==> config.mk <==
export PLATFORM = sky130hd
export DESIGN_NAME = rfid_whitelist_lock_controller_core_flat
export DESIGN_NICKNAME = d
export VERILOG_FILES = /design/src/rtl/rfwl_pkg.sv /design/src/rtl/rfwl_req_if.sv /design/src/rtl/rfwl_rsp_if.sv /design/src/rtl/rfid_whitelist_lock_controller_core.sv /design/src/flat_wrapper.sv
export SDC_FILE = /design/constraint.sdc
export NUM_CORES = 2
export LEC_CHECK = 0
export ABC_AREA = 1
export BUFFER_PORTS_ARGS = -buffer_cell sky130_fd_sc_hd__buf_2
export CAP_MARGIN = 25
export CORE_AREA = 2 2 481 483
export CTS_BUF_LIST = sky130_fd_sc_hd__clkbuf_4 sky130_fd_sc_hd__clkbuf_8
export CTS_CLUSTER_DIAMETER = 100
export DETAILED_ROUTE_END_ITERATION = 16
export DIE_AREA = 0 0 483 485
export GPL_TIMING_DRIVEN = 1
export HOLD_SLACK_MARGIN = 0.08
export PLACE_DENSITY = 0.42
export SETUP_SLACK_MARGIN = 0.4
export SYNTH_ARGS = -nofsm -noshare
export SYNTH_HDL_FRONTEND = slang
export SYNTH_SLANG_ARGS = --single-unit
==> constraint.sdc <==
create_clock -name i_clk -period 8.6 [get_ports i_clk]
set_input_delay 1.29 -clock i_clk [delete_from_list [all_inputs] [get_ports i_clk]]
set_output_delay 1.29 -clock i_clk [all_outputs]
set_load 0.03 [all_outputs]
==> src/rtl/rfwl_pkg.sv <==
package rfwl_pkg;

    localparam int UID_LO_W  = 64;
    localparam int UID_HI_W  = 16;
    localparam int UID_LEN_W = 4;
    localparam int REQ_W     = 3;
    localparam int STATUS_W  = 2;
    localparam int MOVE_W    = 2;
    localparam int ANGLE_W   = 8;
    localparam int DELAY_W   = 16;
    localparam int CAL_W     = 8;
    localparam int CFG_IDX_W = 3;
    localparam int CFG_DATA_W = 16;

    localparam int DEF_TABLE_ENTRIES = 16;
    localparam int MAX_UID_BYTES     = 10;

    // request codes
    localparam logic [REQ_W-1:0] REQ_ARRIVE = 3'd0;
    localparam logic [REQ_W-1:0] REQ_LEAVE  = 3'd1;
    localparam logic [REQ_W-1:0] REQ_ENROLL = 3'd2;
    localparam logic [REQ_W-1:0] REQ_REMOVE = 3'd3;
    localparam logic [REQ_W-1:0] REQ_LOCK   = 3'd4;
    localparam logic [REQ_W-1:0] REQ_TICK   = 3'd5;

    // status codes
    localparam logic [STATUS_W-1:0] ST_OK      = 2'd0;
    localparam logic [STATUS_W-1:0] ST_INVALID = 2'd1;
    localparam logic [STATUS_W-1:0] ST_FULL    = 2'd2;
    localparam logic [STATUS_W-1:0] ST_NOTFND  = 2'd3;

    // servo commands
    localparam logic [MOVE_W-1:0] MV_NONE  = 2'd0;
    localparam logic [MOVE_W-1:0] MV_OPEN  = 2'd1;
    localparam logic [MOVE_W-1:0] MV_CLOSE = 2'd2;

    // register indexes
    localparam logic [CFG_IDX_W-1:0] CFG_CLOSE_DELAY = 3'd0;
    localparam logic [CFG_IDX_W-1:0] CFG_CLOSED_OFS  = 3'd1;
    localparam logic [CFG_IDX_W-1:0] CFG_OPENED_OFS  = 3'd2;
    localparam logic [CFG_IDX_W-1:0] CFG_ZERO_CAL    = 3'd3;
    localparam logic [CFG_IDX_W-1:0] CFG_FULL_CAL    = 3'd4;

    localparam logic [DELAY_W-1:0] RST_CLOSE_DELAY = 16'd1000;
    localparam logic [CAL_W-1:0]   RST_FULL_CAL    = 8'd180;
    localparam logic [ANGLE_W-1:0] ANGLE_MAX       = 8'd180;
    localparam int                 HALF_TURN       = 90;

    typedef struct packed {
        logic [UID_LEN_W-1:0] len;
        logic [UID_HI_W-1:0]  hi;
        logic [UID_LO_W-1:0]  lo;
    } t_entry;

    localparam t_entry PRESET_ENTRY = '{
        len: 4'd4,
        hi:  16'h0000,
        lo:  64'h0000_0000_F728_59E3
    };

endpackage

==> src/rtl/rfwl_req_if.sv <==
interface rfwl_req_if
    import rfwl_pkg::*;
();
    logic                 valid;
    logic                 ready;
    logic [REQ_W-1:0]     req_type;
    logic [UID_LO_W-1:0]  uid_low;
    logic [UID_HI_W-1:0]  uid_high;
    logic [UID_LEN_W-1:0] uid_bytes;

    modport source (output valid, req_type, uid_low, uid_high, uid_bytes, input ready);
    modport sink   (input valid, req_type, uid_low, uid_high, uid_bytes, output ready);
endinterface

==> src/rtl/rfwl_rsp_if.sv <==
interface rfwl_rsp_if
    import rfwl_pkg::*;
();
    logic                valid;
    logic                ready;
    logic [STATUS_W-1:0] status;
    logic [MOVE_W-1:0]   servo_move;
    logic [ANGLE_W-1:0]  servo_angle;
    logic                card_valid;
    logic                locked_now;
    logic                card_present_now;

    modport source (output valid, status, servo_move, servo_angle, card_valid, locked_now,
                    card_present_now, input ready);
    modport sink   (input valid, status, servo_move, servo_angle, card_valid, locked_now,
                    card_present_now, output ready);
endinterface

==> src/rtl/rfid_whitelist_lock_controller_core.sv <==
// lock, tick, card-removed, refused enroll and unknown requests go from accept straight to
// the finishing state; card-arrived, enroll and remove requests first walk the table
// throughput: one request at a time, one entry read per cycle during a walk; a result left
// in the output register holds the next request back in the finishing state
// reset (synchronous, active low): flags, countdown and entry valid bits cleared, registers to
// defaults, entry 0 valid and reading as the preset identifier until overwritten
module rfid_whitelist_lock_controller_core
    import rfwl_pkg::*;
#(
    parameter int TABLE_ENTRIES = DEF_TABLE_ENTRIES
) (
    input  logic                  i_clk,
    input  logic                  i_rst_n,
    rfwl_req_if.sink              i_req,
    rfwl_rsp_if.source            o_rsp,
    input  logic                  i_cfg_we,
    input  logic [CFG_IDX_W-1:0]  i_cfg_idx,
    input  logic [CFG_DATA_W-1:0] i_cfg_data
);

    // table index width and a walk counter that can hold the entry count itself
    localparam int IW = (TABLE_ENTRIES > 1) ? $clog2(TABLE_ENTRIES) : 1;
    localparam int CW = $clog2(TABLE_ENTRIES + 1);
    localparam logic [CW-1:0] CNT_END = CW'(TABLE_ENTRIES);

    typedef enum logic [1:0] {
        S_IDLE,
        S_SCAN,
        S_FIN
    } t_state;

    t_state r_state;

    // configuration registers
    logic [DELAY_W-1:0] r_close_delay;
    logic [CAL_W-1:0]   r_closed_ofs;
    logic [CAL_W-1:0]   r_opened_ofs;
    logic [CAL_W-1:0]   r_zero_cal;
    logic [CAL_W-1:0]   r_full_cal;

    // controller state
    t_entry             r_held;
    logic               r_card_here;
    logic               r_valid_card;
    logic               r_lock;
    logic               r_pending;
    logic [DELAY_W-1:0] r_delay;

    // table: payload in memory, valid bits in flops
    t_entry                   mem [TABLE_ENTRIES];
    logic [TABLE_ENTRIES-1:0] r_vld;
    logic                     r_e0_written;

    // request being worked on
    logic [REQ_W-1:0] r_req;
    t_entry           r_key;
    logic             r_free;      // walk looks for a free slot instead of a match
    logic             r_hit;
    logic [IW-1:0]    r_hit_idx;

    // walk pipeline
    logic [CW-1:0] r_cnt;
    logic          r_rd_vld;
    logic [IW-1:0] r_rd_idx;
    logic          r_rd_pre;
    t_entry        r_rd_data;

    // output register
    logic                r_out_vld;
    logic [STATUS_W-1:0] r_status;
    logic [MOVE_W-1:0]   r_move;
    logic [ANGLE_W-1:0]  r_angle;
    logic                r_out_cvalid;
    logic                r_out_lock;
    logic                r_out_card;

    // ---------------------------------------------------------------
    // request key: clamp length, zero the bytes beyond it
    // ---------------------------------------------------------------
    logic [UID_LEN_W-1:0] in_len;
    t_entry               in_key;
    logic                 in_take;

    always_comb begin
        in_len = (i_req.uid_bytes > UID_LEN_W'(MAX_UID_BYTES)) ?
                 UID_LEN_W'(MAX_UID_BYTES) : i_req.uid_bytes;
        in_key.len = in_len;
        for (int k = 0; k < 8; k++) begin
            in_key.lo[8*k +: 8] = (UID_LEN_W'(k) < in_len) ? i_req.uid_low[8*k +: 8] : 8'h00;
        end
        for (int k = 0; k < 2; k++) begin
            in_key.hi[8*k +: 8] = (UID_LEN_W'(k + 8) < in_len) ?
                                  i_req.uid_high[8*k +: 8] : 8'h00;
        end
    end

    assign i_req.ready = (r_state == S_IDLE);
    assign in_take     = i_req.valid && (r_state == S_IDLE);

    // walk needed for arrival lookup, identifier removal, and an enroll that may proceed
    logic in_walk;
    logic in_free;
    assign in_free = (i_req.req_type == REQ_ENROLL) && r_card_here && !r_valid_card;
    assign in_walk = (i_req.req_type == REQ_ARRIVE) || (i_req.req_type == REQ_REMOVE) || in_free;

    // ---------------------------------------------------------------
    // table walk: one read per cycle, compare on the registered data
    // ---------------------------------------------------------------
    t_entry rd_entry;
    logic   s_hit;
    logic   s_end;
    logic   rd_en;

    assign rd_entry = r_rd_pre ? PRESET_ENTRY : r_rd_data;
    assign s_hit = r_rd_vld && (r_free ? !r_vld[r_rd_idx] :
                                (r_vld[r_rd_idx] && (rd_entry == r_key)));
    assign s_end = !r_rd_vld && (r_cnt == CNT_END);
    assign rd_en = (r_state == S_SCAN) && !s_hit && (r_cnt != CNT_END);

    // ---------------------------------------------------------------
    // servo angles, saturated to 0..180
    // ---------------------------------------------------------------
    logic signed [CAL_W+2:0] open_raw;
    logic        [CAL_W:0]   closed_raw;
    logic [ANGLE_W-1:0]      open_ang;
    logic [ANGLE_W-1:0]      closed_ang;

    always_comb begin
        open_raw = $signed({3'b000, r_full_cal}) - $signed((CAL_W+3)'(HALF_TURN))
                 + $signed({3'b000, r_opened_ofs});
        if (open_raw < 0) begin
            open_ang = '0;
        end else if (open_raw > $signed({3'b000, ANGLE_MAX})) begin
            open_ang = ANGLE_MAX;
        end else begin
            open_ang = open_raw[ANGLE_W-1:0];
        end
        closed_raw = {1'b0, r_zero_cal} + {1'b0, r_closed_ofs};
        closed_ang = (closed_raw > {1'b0, ANGLE_MAX}) ? ANGLE_MAX : closed_raw[ANGLE_W-1:0];
    end

    // ---------------------------------------------------------------
    // result and state update of the finished request
    // ---------------------------------------------------------------
    logic [STATUS_W-1:0] n_status;
    logic [MOVE_W-1:0]   n_move;
    logic [ANGLE_W-1:0]  n_angle;
    logic                n_card_here;
    logic                n_valid_card;
    logic                n_lock;
    logic                n_pending;
    logic [DELAY_W-1:0]  n_delay;
    logic                n_held_ld;
    logic                n_tab_wr;
    logic                n_tab_clr;
    logic [DELAY_W-1:0]  tick_left;

    always_comb begin
        n_status     = ST_OK;
        n_move       = MV_NONE;
        n_angle      = '0;
        n_card_here  = r_card_here;
        n_valid_card = r_valid_card;
        n_lock       = r_lock;
        n_pending    = r_pending;
        n_delay      = r_delay;
        n_held_ld    = 1'b0;
        n_tab_wr     = 1'b0;
        n_tab_clr    = 1'b0;
        tick_left    = (r_delay != '0) ? r_delay - 1'b1 : '0;
        case (r_req)
            REQ_ARRIVE: begin
                n_card_here  = 1'b1;
                n_held_ld    = 1'b1;
                n_valid_card = r_hit;
                if (r_hit && !r_lock) begin
                    n_move  = MV_OPEN;
                    n_angle = open_ang;
                end
            end
            REQ_LEAVE: begin
                if (!r_card_here) begin
                    n_status = ST_INVALID;
                end else begin
                    n_card_here  = 1'b0;
                    n_valid_card = 1'b0;
                    if (!r_pending && !r_lock) begin
                        if (r_close_delay == '0) begin
                            n_move  = MV_CLOSE;
                            n_angle = closed_ang;
                        end else begin
                            n_pending = 1'b1;
                            n_delay   = r_close_delay;
                        end
                    end
                end
            end
            REQ_ENROLL: begin
                if (!r_free) begin
                    n_status = ST_INVALID;
                end else if (r_hit) begin
                    n_tab_wr = 1'b1;
                end else begin
                    n_status = ST_FULL;
                end
            end
            REQ_REMOVE: begin
                if (r_hit) begin
                    n_tab_clr = 1'b1;
                end else begin
                    n_status = ST_NOTFND;
                end
            end
            REQ_LOCK: begin
                if (r_lock) begin
                    n_lock = 1'b0;
                end else begin
                    n_lock  = 1'b1;
                    n_move  = MV_CLOSE;
                    n_angle = closed_ang;
                end
            end
            REQ_TICK: begin
                if (r_pending) begin
                    n_delay = tick_left;
                    if (tick_left == '0) begin
                        n_pending = 1'b0;
                        if (!r_card_here) begin
                            n_move  = MV_CLOSE;
                            n_angle = closed_ang;
                        end
                    end
                end
            end
            default: begin
                n_status = ST_INVALID;
            end
        endcase
    end

    logic commit;
    assign commit = (r_state == S_FIN) && (!r_out_vld || o_rsp.ready);

    // ---------------------------------------------------------------
    // table memory: one write port, one registered read port
    // ---------------------------------------------------------------
    always_ff @(posedge i_clk) begin
        if (commit && n_tab_wr) begin
            mem[r_hit_idx] <= r_held;
        end
        if (rd_en) begin
            r_rd_data <= mem[r_cnt[IW-1:0]];
        end
    end

    // ---------------------------------------------------------------
    // control, state and output register
    // ---------------------------------------------------------------
    always_ff @(posedge i_clk) begin
        if (!i_rst_n) begin
            r_state       <= S_IDLE;
            r_close_delay <= RST_CLOSE_DELAY;
            r_closed_ofs  <= '0;
            r_opened_ofs  <= '0;
            r_zero_cal    <= '0;
            r_full_cal    <= RST_FULL_CAL;
            r_held        <= '0;
            r_card_here   <= 1'b0;
            r_valid_card  <= 1'b0;
            r_lock        <= 1'b0;
            r_pending     <= 1'b0;
            r_delay       <= '0;
            r_vld         <= TABLE_ENTRIES'(1);
            r_e0_written  <= 1'b0;
            r_rd_vld      <= 1'b0;
            r_out_vld     <= 1'b0;
        end else begin
            if (i_cfg_we) begin
                case (i_cfg_idx)
                    CFG_CLOSE_DELAY: r_close_delay <= i_cfg_data;
                    CFG_CLOSED_OFS:  r_closed_ofs  <= i_cfg_data[CAL_W-1:0];
                    CFG_OPENED_OFS:  r_opened_ofs  <= i_cfg_data[CAL_W-1:0];
                    CFG_ZERO_CAL:    r_zero_cal    <= i_cfg_data[CAL_W-1:0];
                    CFG_FULL_CAL:    r_full_cal    <= i_cfg_data[CAL_W-1:0];
                    default: begin
                    end
                endcase
            end

            // drained by the receiver unless a new result replaces it in this cycle
            if (o_rsp.ready && !commit) begin
                r_out_vld <= 1'b0;
            end

            r_rd_vld <= rd_en;
            if (rd_en) begin
                r_rd_idx <= r_cnt[IW-1:0];
                r_rd_pre <= (r_cnt == '0) && !r_e0_written;
                r_cnt    <= r_cnt + 1'b1;
            end

            case (r_state)
                S_IDLE: begin
                    if (in_take) begin
                        r_req   <= i_req.req_type;
                        r_key   <= in_key;
                        r_free  <= in_free;
                        r_hit   <= 1'b0;
                        r_cnt   <= '0;
                        r_state <= in_walk ? S_SCAN : S_FIN;
                    end
                end
                S_SCAN: begin
                    if (s_hit) begin
                        r_hit     <= 1'b1;
                        r_hit_idx <= r_rd_idx;
                        r_state   <= S_FIN;
                    end else if (s_end) begin
                        r_state <= S_FIN;
                    end
                end
                S_FIN: begin
                    if (commit) begin
                        r_out_vld    <= 1'b1;
                        r_status     <= n_status;
                        r_move       <= n_move;
                        r_angle      <= n_angle;
                        r_out_cvalid <= n_valid_card;
                        r_out_lock   <= n_lock;
                        r_out_card   <= n_card_here;
                        r_card_here  <= n_card_here;
                        r_valid_card <= n_valid_card;
                        r_lock       <= n_lock;
                        r_pending    <= n_pending;
                        r_delay      <= n_delay;
                        if (n_held_ld) begin
                            r_held <= r_key;
                        end
                        if (n_tab_wr) begin
                            r_vld[r_hit_idx] <= 1'b1;
                            if (r_hit_idx == '0) begin
                                r_e0_written <= 1'b1;
                            end
                        end
                        if (n_tab_clr) begin
                            r_vld[r_hit_idx] <= 1'b0;
                        end
                        r_state <= S_IDLE;
                    end
                end
                default: begin
                    r_state <= S_IDLE;
                end
            endcase
        end
    end

    assign o_rsp.valid            = r_out_vld;
    assign o_rsp.status           = r_status;
    assign o_rsp.servo_move       = r_move;
    assign o_rsp.servo_angle      = r_angle;
    assign o_rsp.card_valid       = r_out_cvalid;
    assign o_rsp.locked_now       = r_out_lock;
    assign o_rsp.card_present_now = r_out_card;

`ifndef NO_ASSERTIONS
    // a running countdown always belongs to a pending close
    a_delay_pending: assert property (@(posedge i_clk) disable iff (!i_rst_n)
        (r_delay != '0) |-> r_pending)
        else $error("countdown running without pending close");

    // a valid card implies a card on the reader
    a_valid_present: assert property (@(posedge i_clk) disable iff (!i_rst_n)
        r_valid_card |-> r_card_here)
        else $error("valid card flag without card present");

    // a new result only comes from the finishing state
    a_out_from_fin: assert property (@(posedge i_clk) disable iff (!i_rst_n)
        (r_state == S_FIN) && commit |=> r_out_vld && (r_state == S_IDLE))
        else $error("committed request did not load the output register");

    // read data in the compare stage only while walking the table
    a_rd_in_scan: assert property (@(posedge i_clk) disable iff (!i_rst_n)
        r_rd_vld |-> $past(r_state == S_SCAN))
        else $error("table read outside a walk");
`endif

endmodule

==> src/flat_wrapper.sv <==
// flat-port wrapper written by rule: the top's interface ports become plain ports
module rfid_whitelist_lock_controller_core_flat import rfwl_pkg::*;
#(
    parameter int TABLE_ENTRIES = DEF_TABLE_ENTRIES
)
  (i_clk, i_rst_n, i_cfg_we, i_cfg_idx, i_cfg_data, i_req_valid, i_req_req_type, i_req_uid_low, i_req_uid_high, i_req_uid_bytes, i_req_ready, o_rsp_valid, o_rsp_status, o_rsp_servo_move, o_rsp_servo_angle, o_rsp_card_valid, o_rsp_locked_now, o_rsp_card_present_now, o_rsp_ready);
  rfwl_req_if i_req_i ();
  rfwl_rsp_if o_rsp_i ();
  input  logic i_clk;
  input  logic i_rst_n;
  input  logic i_cfg_we;
  input  logic [CFG_IDX_W-1:0] i_cfg_idx;
  input  logic [CFG_DATA_W-1:0] i_cfg_data;
  input wire logic [$bits(i_req_i.valid)-1:0] i_req_valid;
  input wire logic [$bits(i_req_i.req_type)-1:0] i_req_req_type;
  input wire logic [$bits(i_req_i.uid_low)-1:0] i_req_uid_low;
  input wire logic [$bits(i_req_i.uid_high)-1:0] i_req_uid_high;
  input wire logic [$bits(i_req_i.uid_bytes)-1:0] i_req_uid_bytes;
  output wire logic [$bits(i_req_i.ready)-1:0] i_req_ready;
  output wire logic [$bits(o_rsp_i.valid)-1:0] o_rsp_valid;
  output wire logic [$bits(o_rsp_i.status)-1:0] o_rsp_status;
  output wire logic [$bits(o_rsp_i.servo_move)-1:0] o_rsp_servo_move;
  output wire logic [$bits(o_rsp_i.servo_angle)-1:0] o_rsp_servo_angle;
  output wire logic [$bits(o_rsp_i.card_valid)-1:0] o_rsp_card_valid;
  output wire logic [$bits(o_rsp_i.locked_now)-1:0] o_rsp_locked_now;
  output wire logic [$bits(o_rsp_i.card_present_now)-1:0] o_rsp_card_present_now;
  input wire logic [$bits(o_rsp_i.ready)-1:0] o_rsp_ready;
  assign i_req_i.valid = i_req_valid;
  assign i_req_i.req_type = i_req_req_type;
  assign i_req_i.uid_low = i_req_uid_low;
  assign i_req_i.uid_high = i_req_uid_high;
  assign i_req_i.uid_bytes = i_req_uid_bytes;
  assign i_req_ready = i_req_i.ready;
  assign o_rsp_valid = o_rsp_i.valid;
  assign o_rsp_status = o_rsp_i.status;
  assign o_rsp_servo_move = o_rsp_i.servo_move;
  assign o_rsp_servo_angle = o_rsp_i.servo_angle;
  assign o_rsp_card_valid = o_rsp_i.card_valid;
  assign o_rsp_locked_now = o_rsp_i.locked_now;
  assign o_rsp_card_present_now = o_rsp_i.card_present_now;
  assign o_rsp_i.ready = o_rsp_ready;
  rfid_whitelist_lock_controller_core #(.TABLE_ENTRIES(TABLE_ENTRIES)) u_core (.i_clk(i_clk), .i_rst_n(i_rst_n), .i_req(i_req_i), .o_rsp(o_rsp_i), .i_cfg_we(i_cfg_we), .i_cfg_idx(i_cfg_idx), .i_cfg_data(i_cfg_data));
endmodule
==> summary.txt <==
Placed design
  • Post-DP HPWL: 107 mm
  • Gp weighted congestion: ~0.8
  • Post-Place Cell Area: slightly above 70000 sq um
  • Buffers on Ports: between 100 and 150

Logic synthesis
  • Syn Area/Cell: around 12 sq um
  • Most area-consuming cells after synthesis: edfxtp_1 68%, o21ai_0 6.1%, nor2_1 5.5%
  • Commonest cells in the netlist: 1546 x edfxtp_1, 1000 x nor2_1, 834 x o21ai_0
  • EDFF count, synth: around 1500
  • Synth Register Bits: roughly 1700
  • Netlist cell types: a little under 50
  • Yosys top cell by area: edfxtp_1
  • Ys flop type: edfxtp_1
  • Warnings from Yosys: 0
  • Most numerous cell in the Yosys netlist: edfxtp_1
  • Yosys top cell area share: between 60% and 70%
  • Syn nets: 5780
  • Synth Cell Area: slightly below 70000 sq um
  • Share of flip-flops with an asynchronous set or reset: 0%
  • Sequential area share after synthesis: 72.9%
  • Mapped Cells: between 5000 and 6000

Worst hold path
  • Hold depth: 2
  • Hold/Removal Path Class: register to register
  • Hold Path End: u_core.r_zero_cal[3]
  • Worst Min Path Start: u_core.r_zero_cal[3]

Setup path
  • Crit-path most repeated cell: nand2_1
  • Worst R2R Setup Slack: around 4.5 ns
  • FF-to-FF path depth: 17
  • Largest stage delay, worst path: between 0.7 and 0.8 ns
  • Arrival time worst endpoint: around 4.7 ns
  • Startpoint types: register
  • Worst R2R End: u_core.r_rd_data[55]
  • Endpoint class of the critical path: register
  • Crit-path cells: buf_4, inv_6, nand2_1, nand2_1, nand2_1, nand2_1, nor2_1, nand2_1, nor2_1, nand2_1, nor2_1, nand2_1, nand2_2, nand2_4, nand3_4, inv_6, buf_16
  • WP data required: around 9 ns
  • Slowest-stage cell, CP: inv_6
  • Worst-path maximum fanout: roughly 130
  • Critical path class: register to register
  • R2R Path Start: u_core.r_rd_pre

Finish
  • Design area: 78700 sq um
  • Ratio of cells with drive above 1 in the final layout: around an eighth
  • Post-layout net count: approximately 6000
  • Post-Route Utilization: approximately a third
  • Layout area overhead: 15.0%

GRT
  • Initial antenna violation count: 11
  • All-Layer GR Usage: a little under a fifth
  • Grt ovf: 0
  • Met3 usage: under 10%
  • Number of global-route vias before repair: ~44000
  • Pin count of the biggest net entering global routing: 190
  • First-pass GRT wire length: roughly 320 mm
  • Global routing's busiest layer: met2
  • Met2 Usage GRT: 29.1%
  • Met1 usage: between 20% and 30%

Timing
  • Unrepaired setup endpoints after global routing: no
  • Min Tclk post-route: 4.05 ns
  • Max-slew violation count: 0
  • Post-route clock skew: 0.106 ns
  • Setup-failing EPs final: 0
  • Total negative slack: 0 ns
  • Count of final hold-check violations: 0
  • Fmax: ~0.25 GHz
  • Relative slew slack: 14.5%
  • Final worst path period share: a little under half
  • Worst slew pin tran: approximately 1.3 ns

Die
  • DIE AREA: around 230000 sq um
  • Die height: 485 um
  • Initial Util: around 30%
  • Io pins: around 130
  • Total core area: around 230000 sq um
  • Num rows: between 150 and 200
  • DIE WIDTH: between 400 and 500 um

Pwr
  • Final Power: 18.5 mW
  • Static leakage: around 26 nW
  • Worst VDD drop: between 0.1 and 0.15 mV
  • Power per cell area: between 200 and 250 nW/um^2

CTS
  • Post_cts resized: 0
  • Root Driver: clkbuf_8
  • Clk Latency, worst-skew pair: between 1 and 1.5 ns
  • Hold_buf cts: 0
  • H-Tree Level Count: 5
  • Clk sinks: roughly 1700
  • Post-CTS Setup Bufs: 0
  • CTS tree: built
  • CTS Buf Count: 324
  • Clock Path Buffers: 4
  • Clk slew on worst S/H paths: roughly 0.06 ns

Detailed routing
  • Wirelength per Cell: around 24 um
  • DRC viols: 0
  • Drt total wl: roughly 220 mm
  • Initial drt markers: ~3700
  • ANT nets after route: 0
  • Drt first pass iters: 6
  • Via Count: between 40000 and 50000
  • Via/cell ratio: 4.99

Flow run
  • MaxCap Viol Count: 0

Outcome
  • Status: complete, no violations
==> where the power goes <==
group | internal [mW] | switching (mW) | total, mW
combinational | 0.393 | 1.13 | 1.52
sequential | 9.16 | 0.106 | 9.27
clock | 4.32 | 3.43 | 7.75
total | 13.9 | 4.66 | 18.5
==> routing by layer <==
| metal | share of wire [%] | vias to the layer above | routed length (um) |
|---|---|---|---|
| met5 | 0.021 | - | 46 |
| met4 | 3.1 | 6 | 6800 |
| met3 | 5.1 | 444 | 11200 |
| met2 | 46 | 1268 | 101000 |
| met1 | 46 | 22900 | 101000 |
| li1 | - | 20800 | - |
==> logic make-up after synthesis <==
group	Yosys count	share of synthesized area [%]
flip-flops	1719	72.9
adder cells (fa/ha/maj)	24	0.461
XOR/XNOR	35	0.448
AO/OA/AOI/OAI	1391	11.7
buffers and inverters	624	3.56
AND/OR/NAND/NOR	1852	10.9
==> registers in the layout, summed over array words and instances, names as in the netlist, 16 cells and up <==
register	count
u_core.mem	1344
u_core.r_held	84
u_core.r_key	84
u_core.r_rd_data	84
u_core.r_close_delay	16
u_core.r_delay	16
u_core.r_vld	16
==> worst max path at each step <==
stage	endpoint	from	slack, ns	cells after the start
6_report	u_core.r_rd_data[55]	u_core.r_rd_pre	4.55	17
5_1_grt	u_core.r_rd_data[55]	u_core.r_rd_pre	4.26	17
4_1_cts	u_core.r_rd_data[10]	u_core.r_rd_pre	4.41	16
3_5_place_dp	u_core.mem[5][29]	o_rsp_ready	4.46	7
3_3_place_gp	u_core.mem[5][29]	o_rsp_ready	4.48	7
2_1_floorplan	u_core.mem[0][0]	o_rsp_ready	0.43	4
==> layout by cell type, fill, tap and decap left out, drive strengths merged, types with 9 or more instances in the layout <==
cell type	n
nand3b	26
buf	190
nand4	21
o22ai	211
xor2	20
ha	22
clkbuf	482
nor2	1005
o221ai	126
nand3	220
nor3	9
a21oi	119
xnor2	15
edfxtp	1546
o21ai	841
o211ai	66
dfxtp	173
inv	287
clkinv	79
o221a	14
nand2	563
==> cell type report <==
| cell class | count | area [sq um] |
|---|---|---|
| Clock buffer | 482 | 5800 |
| Timing Repair Buffer | 190 | 1460 |
| Tap cell | 3026 | 3790 |
| Antenna cell | 4 | 10.0 |
| Inverter | 286 | 1110 |
| Fill cell | 22800 | 150000 |
| Clock inverter | 85 | 399 |
| Sequential cell | 1719 | 49900 |
| Multi-Input combinational cell | 3302 | 16200 |
==> through the flow <==
stage,hold WS (ns),setup WS [ns],instances
global placement,0.441,4.48,8518
finish,0.449,4.55,9094
floorplan,0.424,0.433,5645
global route,0.456,4.26,9092
CTS,0.406,4.41,9088
detailed placement,0.445,4.46,8521
==> critical path, delay by kind of cell (launching register included) <==
family / cells / cell delay, ns
buf+inv: 4 / 1.73
flops: 1 / 0.37
simple gates: 13 / 1.40
Note: power is estimated with default switching activity, not from simulation.
